<file path="config.mk">
export PLATFORM = sky130hd
export DESIGN_NAME = escaped_frame_receiver_flat
export DESIGN_NICKNAME = d
export VERILOG_FILES = /design/src/hdl/efr_pkg.sv /design/src/hdl/efr_in_if.sv /design/src/hdl/efr_out_if.sv /design/src/hdl/efr_cfg_if.sv /design/src/hdl/efr_regs.sv /design/src/hdl/escaped_frame_receiver.sv /design/src/flat_wrapper.sv
export SDC_FILE = /design/constraint.sdc
export NUM_CORES = 1
export LEC_CHECK = 0
export ABC_AREA = 1
export BUFFER_PORTS_ARGS = -buffer_cell sky130_fd_sc_hd__clkbuf_2
export CORE_MARGIN = 10
export CORE_UTILIZATION = 60
export DETAILED_ROUTE_END_ITERATION = 6
export PLACE_DENSITY = 0.8
export REMOVE_ABC_BUFFERS = 1
export SETUP_SLACK_MARGIN = 0.02
export SYNTH_ARGS = -nofsm -noshare
export SYNTH_HDL_FRONTEND = slang
export SYNTH_HIERARCHICAL = 1
export SYNTH_SLANG_ARGS = --single-unit
</file>
<file path="constraint.sdc">
create_clock -name clk -period 3.8 [get_ports clk]
set_clock_uncertainty 0.2 [all_clocks]
set_input_delay 0.76 -clock clk [delete_from_list [all_inputs] [get_ports clk]]
set_output_delay 0.76 -clock clk [all_outputs]
set_load 0.005 [all_outputs]
</file>
<file path="src/hdl/efr_pkg.sv">
// ----------------------------------------------------------------------------
// efr_pkg
// Shared types and constants of the escaped frame receiver.
// ----------------------------------------------------------------------------
`timescale 1ns / 1ps
`default_nettype none

package efr_pkg;

  localparam int unsigned BYTE_W    = 8;
  localparam int unsigned STATUS_W  = 3;
  localparam int unsigned CFG_IDX_W = 2;

  // result kinds
  localparam logic KIND_DATA   = 1'b0;
  localparam logic KIND_STATUS = 1'b1;

  typedef enum logic [STATUS_W-1:0] {
    ST_OK       = 3'd0,
    ST_SYNC     = 3'd1,
    ST_TARGET   = 3'd2,
    ST_COUNT    = 3'd3,
    ST_CHECKSUM = 3'd4
  } efr_status_t;

  typedef enum logic [CFG_IDX_W-1:0] {
    REG_DEVICE_ADDRESS    = 2'd0,
    REG_SYNC_VALUE        = 2'd1,
    REG_ESCAPE_VALUE      = 2'd2,
    REG_BROADCAST_ADDRESS = 2'd3
  } efr_reg_t;

  localparam logic [BYTE_W-1:0] RST_DEVICE_ADDRESS    = 8'd0;
  localparam logic [BYTE_W-1:0] RST_SYNC_VALUE        = 8'd224;
  localparam logic [BYTE_W-1:0] RST_ESCAPE_VALUE      = 8'd208;
  localparam logic [BYTE_W-1:0] RST_BROADCAST_ADDRESS = 8'd255;

  typedef struct packed {
    logic [BYTE_W-1:0] device_address;
    logic [BYTE_W-1:0] sync_value;
    logic [BYTE_W-1:0] escape_value;
    logic [BYTE_W-1:0] broadcast_address;
  } efr_cfg_t;

endpackage

`default_nettype wire

</file>
<file path="src/hdl/efr_in_if.sv">
// ----------------------------------------------------------------------------
// efr_in_if
// Raw byte channel: one line byte per transfer plus end-of-burst flag.
// ----------------------------------------------------------------------------
`timescale 1ns / 1ps
`default_nettype none

interface efr_in_if;
  logic                       valid;
  logic                       ready;
  logic [efr_pkg::BYTE_W-1:0] raw_byte;
  logic                       buffer_end;

  modport source (output valid, output raw_byte, output buffer_end, input ready);
  modport sink   (input valid, input raw_byte, input buffer_end, output ready);
endinterface

`default_nettype wire

</file>
<file path="src/hdl/efr_out_if.sv">
// ----------------------------------------------------------------------------
// efr_out_if
// Result channel: decoded payload byte or frame status per transfer.
// ----------------------------------------------------------------------------
`timescale 1ns / 1ps
`default_nettype none

interface efr_out_if;
  logic                         valid;
  logic                         ready;
  logic                         kind;
  logic [efr_pkg::BYTE_W-1:0]   payload;
  logic [efr_pkg::STATUS_W-1:0] status;

  modport source (output valid, output kind, output payload, output status, input ready);
  modport sink   (input valid, input kind, input payload, input status, output ready);
endinterface

`default_nettype wire

</file>
<file path="src/hdl/efr_cfg_if.sv">
// ----------------------------------------------------------------------------
// efr_cfg_if
// Register write channel: register index and write data per transfer.
// ----------------------------------------------------------------------------
`timescale 1ns / 1ps
`default_nettype none

interface efr_cfg_if;
  logic                          valid;
  logic                          ready;
  logic [efr_pkg::CFG_IDX_W-1:0] index;
  logic [efr_pkg::BYTE_W-1:0]    data;

  modport source (output valid, output index, output data, input ready);
  modport sink   (input valid, input index, input data, output ready);
endinterface

`default_nettype wire

</file>
<file path="src/hdl/efr_regs.sv">
// ----------------------------------------------------------------------------
// efr_regs
// Configuration register bank, written one register per transfer.
// ----------------------------------------------------------------------------
`timescale 1ns / 1ps
`default_nettype none

module efr_regs (
  input  wire logic      clk,
  input  wire logic      rst_n,
  efr_cfg_if.sink        cfg_if,
  output efr_pkg::efr_cfg_t cfg
);

  efr_pkg::efr_cfg_t cfg_r;

  assign cfg_if.ready = 1'b1;
  assign cfg          = cfg_r;

  always_ff @(posedge clk) begin
    if (!rst_n) begin
      cfg_r.device_address    <= efr_pkg::RST_DEVICE_ADDRESS;
      cfg_r.sync_value        <= efr_pkg::RST_SYNC_VALUE;
      cfg_r.escape_value      <= efr_pkg::RST_ESCAPE_VALUE;
      cfg_r.broadcast_address <= efr_pkg::RST_BROADCAST_ADDRESS;
    end else if (cfg_if.valid) begin
      case (efr_pkg::efr_reg_t'(cfg_if.index))
        efr_pkg::REG_DEVICE_ADDRESS:    cfg_r.device_address    <= cfg_if.data;
        efr_pkg::REG_SYNC_VALUE:        cfg_r.sync_value        <= cfg_if.data;
        efr_pkg::REG_ESCAPE_VALUE:      cfg_r.escape_value      <= cfg_if.data;
        efr_pkg::REG_BROADCAST_ADDRESS: cfg_r.broadcast_address <= cfg_if.data;
        default: ;
      endcase
    end
  end

endmodule

`default_nettype wire

</file>
<file path="src/hdl/escaped_frame_receiver.sv">
// ----------------------------------------------------------------------------
// escaped_frame_receiver
// Sync hunt, unescape, target/count check, payload pass-through and checksum.
// ----------------------------------------------------------------------------
//  channel | direction | payload                      | handshake
//  in_if   | in        | raw_byte, buffer_end         | valid/ready
//  out_if  | out       | kind, payload, status        | valid/ready
//  cfg_if  | in        | index, data                  | valid/ready (always ready)
//
//  one raw byte per cycle while the byte stage is not stalled; each input
//  passes the input register, then the byte rule into the result register.
//  synchronous active-low reset returns to sync hunt and reloads registers.
//  a pending result stalls the byte stage only if that byte also yields one;
//  otherwise the input register keeps taking bytes while the result waits.
// ----------------------------------------------------------------------------
`timescale 1ns / 1ps
`default_nettype none

module escaped_frame_receiver (
  input  wire logic clk,
  input  wire logic rst_n,
  efr_in_if.sink    in_if,
  efr_out_if.source out_if,
  efr_cfg_if.sink   cfg_if
);

  typedef enum logic [2:0] {
    PH_HUNT    = 3'd0,
    PH_TARGET  = 3'd1,
    PH_COUNT   = 3'd2,
    PH_PAYLOAD = 3'd3,
    PH_CHECK   = 3'd4
  } phase_t;

  efr_pkg::efr_cfg_t cfg;

  efr_regs u_regs (
    .clk    (clk),
    .rst_n  (rst_n),
    .cfg_if (cfg_if),
    .cfg    (cfg)
  );

  // input register
  logic                       s1_valid_r;
  logic [efr_pkg::BYTE_W-1:0] s1_byte_r;
  logic                       s1_end_r;

  // frame state
  phase_t                     phase_r,   phase_nxt;
  logic                       esc_r,     esc_nxt;
  logic [efr_pkg::BYTE_W-1:0] sum_r,     sum_nxt;
  logic [efr_pkg::BYTE_W-1:0] left_r,    left_nxt;
  logic                       rep_r,     rep_nxt;

  // result register
  logic                        out_valid_r;
  logic                        out_kind_r;
  logic [efr_pkg::BYTE_W-1:0]  out_payload_r;
  efr_pkg::efr_status_t        out_status_r;

  logic                        res_valid;
  logic                        res_kind;
  logic [efr_pkg::BYTE_W-1:0]  res_payload;
  efr_pkg::efr_status_t        res_status;

  logic                        in_frame;
  logic [efr_pkg::BYTE_W-1:0]  dec;
  logic [efr_pkg::BYTE_W-1:0]  left_dec;
  logic                        s1_advance;
  logic                        in_ready;

  assign in_frame = (phase_r == PH_TARGET) || (phase_r == PH_COUNT) ||
                    (phase_r == PH_PAYLOAD) || (phase_r == PH_CHECK);

  always_comb begin
    phase_nxt   = phase_r;
    esc_nxt     = esc_r;
    sum_nxt     = sum_r;
    left_nxt    = left_r;
    rep_nxt     = rep_r;
    res_valid   = 1'b0;
    res_kind    = efr_pkg::KIND_STATUS;
    res_payload = '0;
    res_status  = efr_pkg::ST_OK;
    dec         = esc_r ? s1_byte_r + 8'd1 : s1_byte_r;
    left_dec    = left_r - 8'd1;

    if (s1_byte_r == cfg.sync_value) begin
      // raw sync restarts unless the byte also ends the burst, cutting off any frame in progress
      phase_nxt = PH_TARGET;
      esc_nxt   = 1'b0;
      sum_nxt   = '0;
      left_nxt  = '0;
      rep_nxt   = 1'b0;
      if (in_frame) begin
        res_valid  = 1'b1;
        res_status = efr_pkg::ST_COUNT;
      end
    end else if (!in_frame) begin
      phase_nxt = PH_HUNT;
      if (!rep_r) begin
        res_valid  = 1'b1;
        res_status = efr_pkg::ST_SYNC;
        rep_nxt    = 1'b1;
      end
    end else if (!esc_r && s1_byte_r == cfg.escape_value) begin
      esc_nxt = 1'b1;
    end else begin
      esc_nxt = 1'b0;
      case (phase_r)
        PH_TARGET: begin
          if (dec != cfg.device_address && dec != cfg.broadcast_address) begin
            res_valid  = 1'b1;
            res_status = efr_pkg::ST_TARGET;
            phase_nxt  = PH_HUNT;
            left_nxt   = '0;
            rep_nxt    = 1'b1;
          end else begin
            sum_nxt   = dec;
            phase_nxt = PH_COUNT;
          end
        end
        PH_COUNT: begin
          if (dec == '0) begin
            res_valid  = 1'b1;
            res_status = efr_pkg::ST_COUNT;
            phase_nxt  = PH_HUNT;
            left_nxt   = '0;
            rep_nxt    = 1'b1;
          end else begin
            sum_nxt   = sum_r + dec;
            left_nxt  = dec - 8'd1;
            phase_nxt = (dec != 8'd1) ? PH_PAYLOAD : PH_CHECK;
          end
        end
        PH_PAYLOAD: begin
          res_valid   = 1'b1;
          res_kind    = efr_pkg::KIND_DATA;
          res_payload = dec;
          sum_nxt     = sum_r + dec;
          left_nxt    = left_dec;
          if (left_dec == '0) begin
            phase_nxt = PH_CHECK;
          end
        end
        default: begin
          res_valid  = 1'b1;
          res_status = (dec == sum_r) ? efr_pkg::ST_OK : efr_pkg::ST_CHECKSUM;
          phase_nxt  = PH_HUNT;
          left_nxt   = '0;
          rep_nxt    = 1'b1;
        end
      endcase
    end

    if (s1_end_r) begin
      // end of burst before the checksum reports a count status in place of any payload result
      if (phase_nxt != PH_HUNT) begin
        res_valid   = 1'b1;
        res_kind    = efr_pkg::KIND_STATUS;
        res_payload = '0;
        res_status  = efr_pkg::ST_COUNT;
      end
      phase_nxt = PH_HUNT;
      esc_nxt   = 1'b0;
      left_nxt  = '0;
      rep_nxt   = 1'b0;
    end
  end

  assign s1_advance   = s1_valid_r && (!res_valid || !out_valid_r || out_if.ready);
  assign in_ready     = !s1_valid_r || s1_advance;
  assign in_if.ready  = in_ready;

  assign out_if.valid   = out_valid_r;
  assign out_if.kind    = out_kind_r;
  assign out_if.payload = out_payload_r;
  assign out_if.status  = out_status_r;

  always_ff @(posedge clk) begin
    if (!rst_n) begin
      s1_valid_r    <= 1'b0;
      s1_byte_r     <= '0;
      s1_end_r      <= 1'b0;
      phase_r       <= PH_HUNT;
      esc_r         <= 1'b0;
      sum_r         <= '0;
      left_r        <= '0;
      rep_r         <= 1'b0;
      out_valid_r   <= 1'b0;
      out_kind_r    <= efr_pkg::KIND_DATA;
      out_payload_r <= '0;
      out_status_r  <= efr_pkg::ST_OK;
    end else begin
      if (in_ready) begin
        s1_valid_r <= in_if.valid;
        s1_byte_r  <= in_if.raw_byte;
        s1_end_r   <= in_if.buffer_end;
      end
      if (s1_advance) begin
        phase_r <= phase_nxt;
        esc_r   <= esc_nxt;
        sum_r   <= sum_nxt;
        left_r  <= left_nxt;
        rep_r   <= rep_nxt;
      end
      if (s1_advance && res_valid) begin
        out_valid_r   <= 1'b1;
        out_kind_r    <= res_kind;
        out_payload_r <= res_payload;
        out_status_r  <= res_status;
      end else if (out_if.ready) begin
        out_valid_r   <= 1'b0;
      end
    end
  end

`ifndef SYNTHESIS
  a_status_no_payload: assert property (@(posedge clk) disable iff (!rst_n)
    out_valid_r && out_kind_r == efr_pkg::KIND_STATUS |-> out_payload_r == '0)
    else $error("status result carries a payload byte");

  a_data_status_ok: assert property (@(posedge clk) disable iff (!rst_n)
    out_valid_r && out_kind_r == efr_pkg::KIND_DATA |-> out_status_r == efr_pkg::ST_OK)
    else $error("payload result carries a status code");

  a_escape_in_frame: assert property (@(posedge clk) disable iff (!rst_n)
    esc_r |-> (phase_r == PH_TARGET || phase_r == PH_COUNT ||
               phase_r == PH_PAYLOAD || phase_r == PH_CHECK))
    else $error("escape pending outside a frame");

  a_left_only_payload: assert property (@(posedge clk) disable iff (!rst_n)
    left_r != '0 |-> phase_r == PH_PAYLOAD)
    else $error("byte count left outside payload phase");

  a_hold_when_stalled: assert property (@(posedge clk) disable iff (!rst_n)
    out_valid_r && !out_if.ready && s1_valid_r && res_valid |=> $stable(phase_r))
    else $error("frame state moved while its result was blocked");
`endif

endmodule

`default_nettype wire
</file>
<file path="src/flat_wrapper.sv">
// flat-port wrapper written by rule: the top's interface ports become plain ports
module escaped_frame_receiver_flat 
  (clk, rst_n, in_if_valid, in_if_raw_byte, in_if_buffer_end, in_if_ready, out_if_valid, out_if_kind, out_if_payload, out_if_status, out_if_ready, cfg_if_valid, cfg_if_index, cfg_if_data, cfg_if_ready);
  efr_in_if in_if_i ();
  efr_out_if out_if_i ();
  efr_cfg_if cfg_if_i ();
  input  wire logic clk;
  input  wire logic rst_n;
  input wire logic [$bits(in_if_i.valid)-1:0] in_if_valid;
  input wire logic [$bits(in_if_i.raw_byte)-1:0] in_if_raw_byte;
  input wire logic [$bits(in_if_i.buffer_end)-1:0] in_if_buffer_end;
  output wire logic [$bits(in_if_i.ready)-1:0] in_if_ready;
  output wire logic [$bits(out_if_i.valid)-1:0] out_if_valid;
  output wire logic [$bits(out_if_i.kind)-1:0] out_if_kind;
  output wire logic [$bits(out_if_i.payload)-1:0] out_if_payload;
  output wire logic [$bits(out_if_i.status)-1:0] out_if_status;
  input wire logic [$bits(out_if_i.ready)-1:0] out_if_ready;
  input wire logic [$bits(cfg_if_i.valid)-1:0] cfg_if_valid;
  input wire logic [$bits(cfg_if_i.index)-1:0] cfg_if_index;
  input wire logic [$bits(cfg_if_i.data)-1:0] cfg_if_data;
  output wire logic [$bits(cfg_if_i.ready)-1:0] cfg_if_ready;
  assign in_if_i.valid = in_if_valid;
  assign in_if_i.raw_byte = in_if_raw_byte;
  assign in_if_i.buffer_end = in_if_buffer_end;
  assign in_if_ready = in_if_i.ready;
  assign out_if_valid = out_if_i.valid;
  assign out_if_kind = out_if_i.kind;
  assign out_if_payload = out_if_i.payload;
  assign out_if_status = out_if_i.status;
  assign out_if_i.ready = out_if_ready;
  assign cfg_if_i.valid = cfg_if_valid;
  assign cfg_if_i.index = cfg_if_index;
  assign cfg_if_i.data = cfg_if_data;
  assign cfg_if_ready = cfg_if_i.ready;
  escaped_frame_receiver u_core (.clk(clk), .rst_n(rst_n), .in_if(in_if_i), .out_if(out_if_i), .cfg_if(cfg_if_i));
endmodule
</file>
==> impl_metrics.tcl, run 1 <==
set metrics [dict create \
    hold_violations 0 \
    area_growth_pct 15.8 \
    leakagePower_uw 0.00296 \
    cp-endpoint "in_if_ready" \
    cp_max_fo 6 \
    r2r-start "u_core/s1_byte_r[1]" \
    grt.overflow.total 0 \
    use_met2_pct 37.3 \
    yosys.area.top_type "dfxtp_1" \
    num_vias 5418 \
    start_kind "flip-flop" \
    synth.distinct_cells 46 \
    cts_tree "done" \
    core_area_um2 8220 \
    grtUsageMet1_pct 26.5 \
    maxSlewViolCount 0 \
    clkLatencyLatePin_ns 0.37 \
    cp-startpoint "u_core/s1_byte_r[1]" \
    antennaDiodeCount 0 \
    yosys.area.top_type_share_pct 30.0 \
    crit_slowest_cell "dfxtp_4" \
    setup_viol_count_final 0 \
    place_inst 941 \
    ys_warn_count 6 \
    grt_pass1_wl_um 23400 \
    die_h_um 112 \
    num_rows 33 \
    die_x_um 112 \
    utilization_pct 71.4 \
    cts.sinks 76 \
    path_delay_family "simple AND/OR/NAND/NOR gates" \
    drt_iter0_drc 405 \
    r2r_cells 25 \
    status "complete, no violations" \
    vdd.ir_drop.worst_uv 189 \
    ant_nets 0 \
    drc_errors 0 \
    relSlewSlack_pct 50.7 \
    layout_commonest_cell "nand2_1" \
    dr.pass1.iters 5 \
    timing_worst_setup_path_type "reg2out" \
    fin_crit_ns 3.65 \
    power_density_nw_per_um2 343 \
    power.total_uw 2010 \
    final_cells 978 \
    cts_root_buf "clkbuf_8" \
    syn_area_um2 5070 \
    cp_num_buf_inv 3 \
    synthTopCellsByArea "dfxtp_1 (30%), nand2_1 (17%), inv_1 (7.6%), nand3_1 (7.2%), nor2_1 (7.1%)" \
    min_period_over_period_pct 96.1 \
    layout_common_cells "nand2_1 (214), inv_1 (99), nor2_1 (91), nand3_1 (69), dfxtp_1 (66)" \
    crit_chain "ha_4 -> nand2_4 -> nand2_4 -> buf_6 -> nand2_1 -> nand2_1 -> nand2_1 -> nor2_1 -> nand2_1 -> nor2_1 -> nand3_1 -> nand2_1 -> nand2_2 -> nand2_2 -> nand2_2 -> nand2_2 -> nand2_4 -> nand3_4 -> nand2_4 -> inv_8 -> nand2_2 -> clkbuf_2" \
    htree_num_levels 3 \
    fill_cells 711 \
    worstSetupEndpointType "primary output" \
    pre_cts_ws_ns 0.322 \
    port_buffers 37 \
    grt_pass1_vias 4965 \
    wl_um 14300 \
    fmax_ghz 0.274 \
    r2r_setup_slack_ns 0.59 \
    dp.final_hpwl_um 10200 \
    max_slew.worst_pin.slew_ns 0.739 \
    ys_ff_latch 76 \
    clockBufferDepth 2 \
    ys_seq_area_share_pct 30.0 \
    setup_ws_ns 0.148 \
    cpPeakStageDelay_ns 0.38 \
    place_congestion 0.960 \
    die-area_um2 12500 \
    required_ns 2.84 \
    use_met3_pct 4.35 \
    hp-class "reg2reg" \
    cts_buffers 9 \
    drv_cap 0 \
    ctsHoldBuffers 0 \
    initial_core_util_pct 61.7 \
    synth_area_per_cell_um2 6.22 \
    cp.depth 22 \
    crit_arrival_ns 2.69 \
    r2r_end "u_core/phase_r[2]" \
    wl_per_cell_um 14.6 \
    busiest_layer "met2" \
    routed_via_density 5.54 \
    nets 905 \
    hold_ws_ns 0.253 \
    drive_above_1_share_pct 21.2 \
    antenna_found_initial 0 \
    grt.total_usage_pct 21.8 \
    pin_count 39 \
    grt_max_degree 55 \
    clk_pin_slew_ns 0.09 \
    syn_inst 815 \
]
per-stage QoR:
step / instance area, um2 / setup TNS (ns)
2_1_floorplan: 4920 / 0
5_1_grt: 5870 / -0.0486
4_1_cts: 5540 / 0
6_report: 5870 / 0
3_3_place_gp: 5320 / 0
3_5_place_dp: 5320 / 0
report_power, final:
group / switching, uW / internal (uW) / total (uW)
Combinational: 307 / 176 / 482
Clock: 335 / 312 / 648
Sequential: 42.8 / 840 / 883
Total: 685 / 1330 / 2010
flip-flops by register name, indices dropped and copies added, names as in the netlist:
| signal | cells |
|---|---|
| u_core/out_if.payload | 8 |
| u_core/sum_r | 8 |
| u_core/s1_end_r | 1 |
| u_core/rep_r | 1 |
| u_core/out_if.valid | 1 |
| u_core/phase_r | 3 |
| u_core/u_regs/cfg | 32 |
| u_core/s1_valid_r | 1 |
| u_core/s1_byte_r | 8 |
| u_core/out_if.kind | 1 |
| u_core/out_if.status | 3 |
| u_core/esc_r | 1 |
| u_core/left_r | 8 |
tightest hold or removal path, cell delays in order (launching register included):
cell     delay [ns]
dfxtp_1        0.32
inv_1          0.05
a21oi_1        0.05
metal layers:
metal | up-vias | part of all wire [%]
met5 | - | 0
met4 | 0 | 2.7
met3 | 39 | 5.9
met2 | 179 | 49
met1 | 2493 | 43
li1 | 2707 | -
kinds of logic (layout without fill, tap and decap cells):
group	count (synthesis)	count (layout)	synth area share, %
fa+ha+maj	13	13	3.36
buf+inv	138	196	11.2
flops	76	76	30.0
compound gates	89	89	9.58
simple gates	488	488	44.1
xor+xnor	10	10	1.73
other cells	1	1	0.0740
cell type report:
cell class	instances	area (um2)	share of cell area (%)
clock buffers	9	124	2.11
clock inverters	7	80.1	1.37
inverters	111	424	7.23
multi-input cells	601	3140	53.5
flip-flops and latches	76	1540	26.3
well taps	105	131	2.24
repair buffers	69	429	7.32
how the worst min path moves through the flow:
stage | start | endpoint | slack (ns) | depth (start not counted)
6_report | u_core/out_if.status[1] | u_core/out_if.status[1] | 0.25 | 2
5_1_grt | u_core/out_if.status[1] | u_core/out_if.status[1] | 0.28 | 2
4_1_cts | u_core/sum_r[4] | u_core/sum_r[4] | 0.26 | 2
3_5_place_dp | u_core/sum_r[5] | u_core/sum_r[5] | 0.24 | 2
3_3_place_gp | u_core/out_if.status[1] | u_core/out_if.status[1] | 0.23 | 2
2_1_floorplan | u_core/sum_r[3] | u_core/sum_r[3] | 0.23 | 2
Yosys cell counts (all sizes together):
cell    count
clkinv      1
and2        1
o21ai      19
a31oi       2
nand4      32
fa          1
nor4        1
a21o        1
o21bai      1
nor3        8
buf        16
a21oi      58
inv       110
nand3      80
xor2        6
or2        13
o31ai       1
ha         12
dfxtp      76
xnor2       4
clkbuf     11
nand2     246
a211oi      1
o22ai       1
o211ai      4
nor2      103
o221ai      1
conb        1
nand3b      4
what timing repair did:
action / 4_1_cts / 5_1_grt
hold endpoints to repair: 0 / 0
resized for setup: 8 / 53
pin swaps: 0 / 23
setup buffers: 0 / 21
endpoints found under the setup margin: 1 / 1
Note: power is estimated with default switching activity, not from simulation.
==> run 2: changes to the inputs <==
==> constraint.sdc (replaced) <==
create_clock -name clk -period 3.8 [get_ports clk]
set_clock_uncertainty 0.2 [all_clocks]
set_input_delay 1.14 -clock clk [delete_from_list [all_inputs] [get_ports clk]]
set_output_delay 1.14 -clock clk [all_outputs]
set_load 0.005 [all_outputs]
==> impl_metrics.tcl, run 2 (synthesis results as in run 1) <==
set metrics [dict create \
    num_rows 33 \
    layout_common_cells "nand2_1 (213), inv_1 (98), nor2_1 (90), nand3_1 (66), dfxtp_1 (66)" \
    drc_errors 0 \
    clkLatencyLatePin_ns 0.37 \
    cts_tree "done" \
    grt.total_usage_pct 22.2 \
    status "complete, but fails checks" \
    clockBufferDepth 2 \
    required_ns 2.46 \
    die_h_um 112 \
    fin_crit_ns 4.01 \
    relSlewSlack_pct 47.8 \
    core_area_um2 8220 \
    wl_per_cell_um 14.6 \
    clk_pin_slew_ns 0.10 \
    hp-class "reg2reg" \
    path_delay_family "simple AND/OR/NAND/NOR gates" \
    drive_above_1_share_pct 23.1 \
    largest_register_ffs 32 \
    cts_root_buf "clkbuf_8" \
    initial_core_util_pct 61.7 \
    violations "setup timing" \
    fmax_ghz 0.250 \
    die-area_um2 12500 \
    start_kind "flip-flop" \
    timing_worst_setup_path_type "reg2out" \
    max_slew.worst_pin.slew_ns 0.782 \
    crit_slowest_cell "dfxtp_4" \
    crit_arrival_ns 2.67 \
    layout_commonest_cell "nand2_1" \
    grt_pass1_wl_um 23800 \
    antenna_found_initial 0 \
    nets 922 \
    cts.sinks 76 \
    cp_max_fo 5 \
    pre_cts_ws_ns 0.0174 \
    port_buffers 37 \
    cp_num_buf_inv 3 \
    rsz0062_at_grt "true" \
    cpPeakStageDelay_ns 0.41 \
    grt_pass1_vias 5128 \
    vdd.ir_drop.worst_uv 312 \
    fin_tns_setup_ns -0.208 \
    worstSetupEndpointType "primary output" \
    setup_ws_ns -0.208 \
    grt.overflow.total 0 \
    cts_buffers 9 \
    routed_via_density 5.43 \
    num_vias 5398 \
    htree_num_levels 3 \
    setup_viol_count_final 1 \
    pin_count 39 \
    maxSlewViolCount 0 \
    die_x_um 112 \
    power_density_nw_per_um2 342 \
    crit_chain "ha_4 -> nand2_4 -> nor2_4 -> nand2_2 -> nand3_2 -> nand2_1 -> inv_1 -> nand2_1 -> nor2_1 -> nand2_1 -> nand2_1 -> nand2_2 -> nand2_1 -> nand2_1 -> nand2_1 -> nand2_2 -> nand3_4 -> nand2_4 -> clkinv_4 -> nand2_4 -> buf_6" \
    grt_max_degree 55 \
    hold_violations 0 \
    drv_cap 0 \
    wl_um 14500 \
    dr.pass1.iters 5 \
    fill_cells 676 \
    antennaDiodeCount 0 \
    drt_iter0_drc 419 \
    dp.final_hpwl_um 10400 \
    utilization_pct 73.6 \
    area_growth_pct 19.4 \
    ctsHoldBuffers 0 \
    ant_nets 0 \
    leakagePower_uw 0.00304 \
    min_period_over_period_pct 105 \
    cpMostUsedCell "nand2_1" \
    place_congestion 0.964 \
]
==> run 2: cell types whose count changed in the layout (fill, tap and decap cells not counted), sizes merged <==
cell      previous run  this run
inv                114       113
clkinvlp             2         1
clkbuf              46        45
clkinv               1         3
buf                 32        50
==> run 2: path summary, 6_finish.rpt <==
check / start / endpoint / slack (ns) / cells after the start
hold reg to reg: u_core/out_if.status[1] / u_core/out_if.status[1] / 0.25 / 2
hold / removal: u_core/out_if.status[1] / u_core/out_if.status[1] / 0.25 / 2
setup / recovery: u_core/s1_byte_r[0] / in_if_ready / -0.21 / 21
setup reg to reg: u_core/s1_byte_r[0] / u_core/out_if.payload[5] / 0.54 / 23
==> run 2: final cells by class <==
type                            instances  area (um2)  share of cell area, %
Clock buffer                            9         124                   2.05
Clock inverter                          7        91.3                   1.51
Inverter                              111         422                   6.97
Multi-Input combinational cell        601        3180                   52.5
Sequential cell                        76        1540                   25.5
Tap cell                              105         131                   2.17
Timing Repair Buffer                   86         563                   9.31
==> run 2: worst register-to-register path, stage by stage, from the launching register on <==
cell and delay, ns:
dfxtp_4 0.41, ha_4 0.18, nand2_4 0.07, nor2_4 0.18
nand2_2 0.12, nand3_2 0.09, nand2_1 0.05, inv_1 0.04
nand2_1 0.05, nor2_1 0.14, nand2_1 0.12, nand2_1 0.10
nand2_2 0.06, nand2_1 0.05, nand2_1 0.07, nand2_1 0.08
nand2_2 0.07, nand3_4 0.11, buf_4 0.11, buf_4 0.09
nand3_2 0.25, inv_1 0.26, nand3_1 0.13, a21oi_1 0.14
==> run 2: through the flow <==
stage	cells	power (uW)	hold WS [ns]	instance area (um2)
2_1_floorplan	788	1190	0.225	4920
3_3_place_gp	957	1330	0.234	5440
6_report	995	2070	0.255	6050
4_1_cts	988	2050	0.260	5890
5_1_grt	995	2180	0.283	6050
3_5_place_dp	957	1340	0.247	5440
==> run 2: metal layers <==
layer	track usage, %	vias to the layer above	part of all wire, %
met5	0	-	0
met4	7.54	0	2.2
met3	3.97	28	6.0
met2	38.6	184	49
met1	26.9	2449	42
li1	-	2737	-
==> run 2: where the power goes <==
| part | internal (uW) | total, uW | switching (uW) | leakage [uW] |
|---|---|---|---|---|
| registers | 840 | 878 | 38.6 | 0.000627 |
| clock network | 322 | 680 | 357 | 0.000107 |
| logic | 193 | 509 | 316 | 0.00231 |
==> run 2: what timing repair did <==
action / 4_1_cts / 5_1_grt
setup endpoints to repair: 1 / 1
buffers inserted: 15 / 7
pin swaps: 21 / 21
resized for setup: 44 / 28
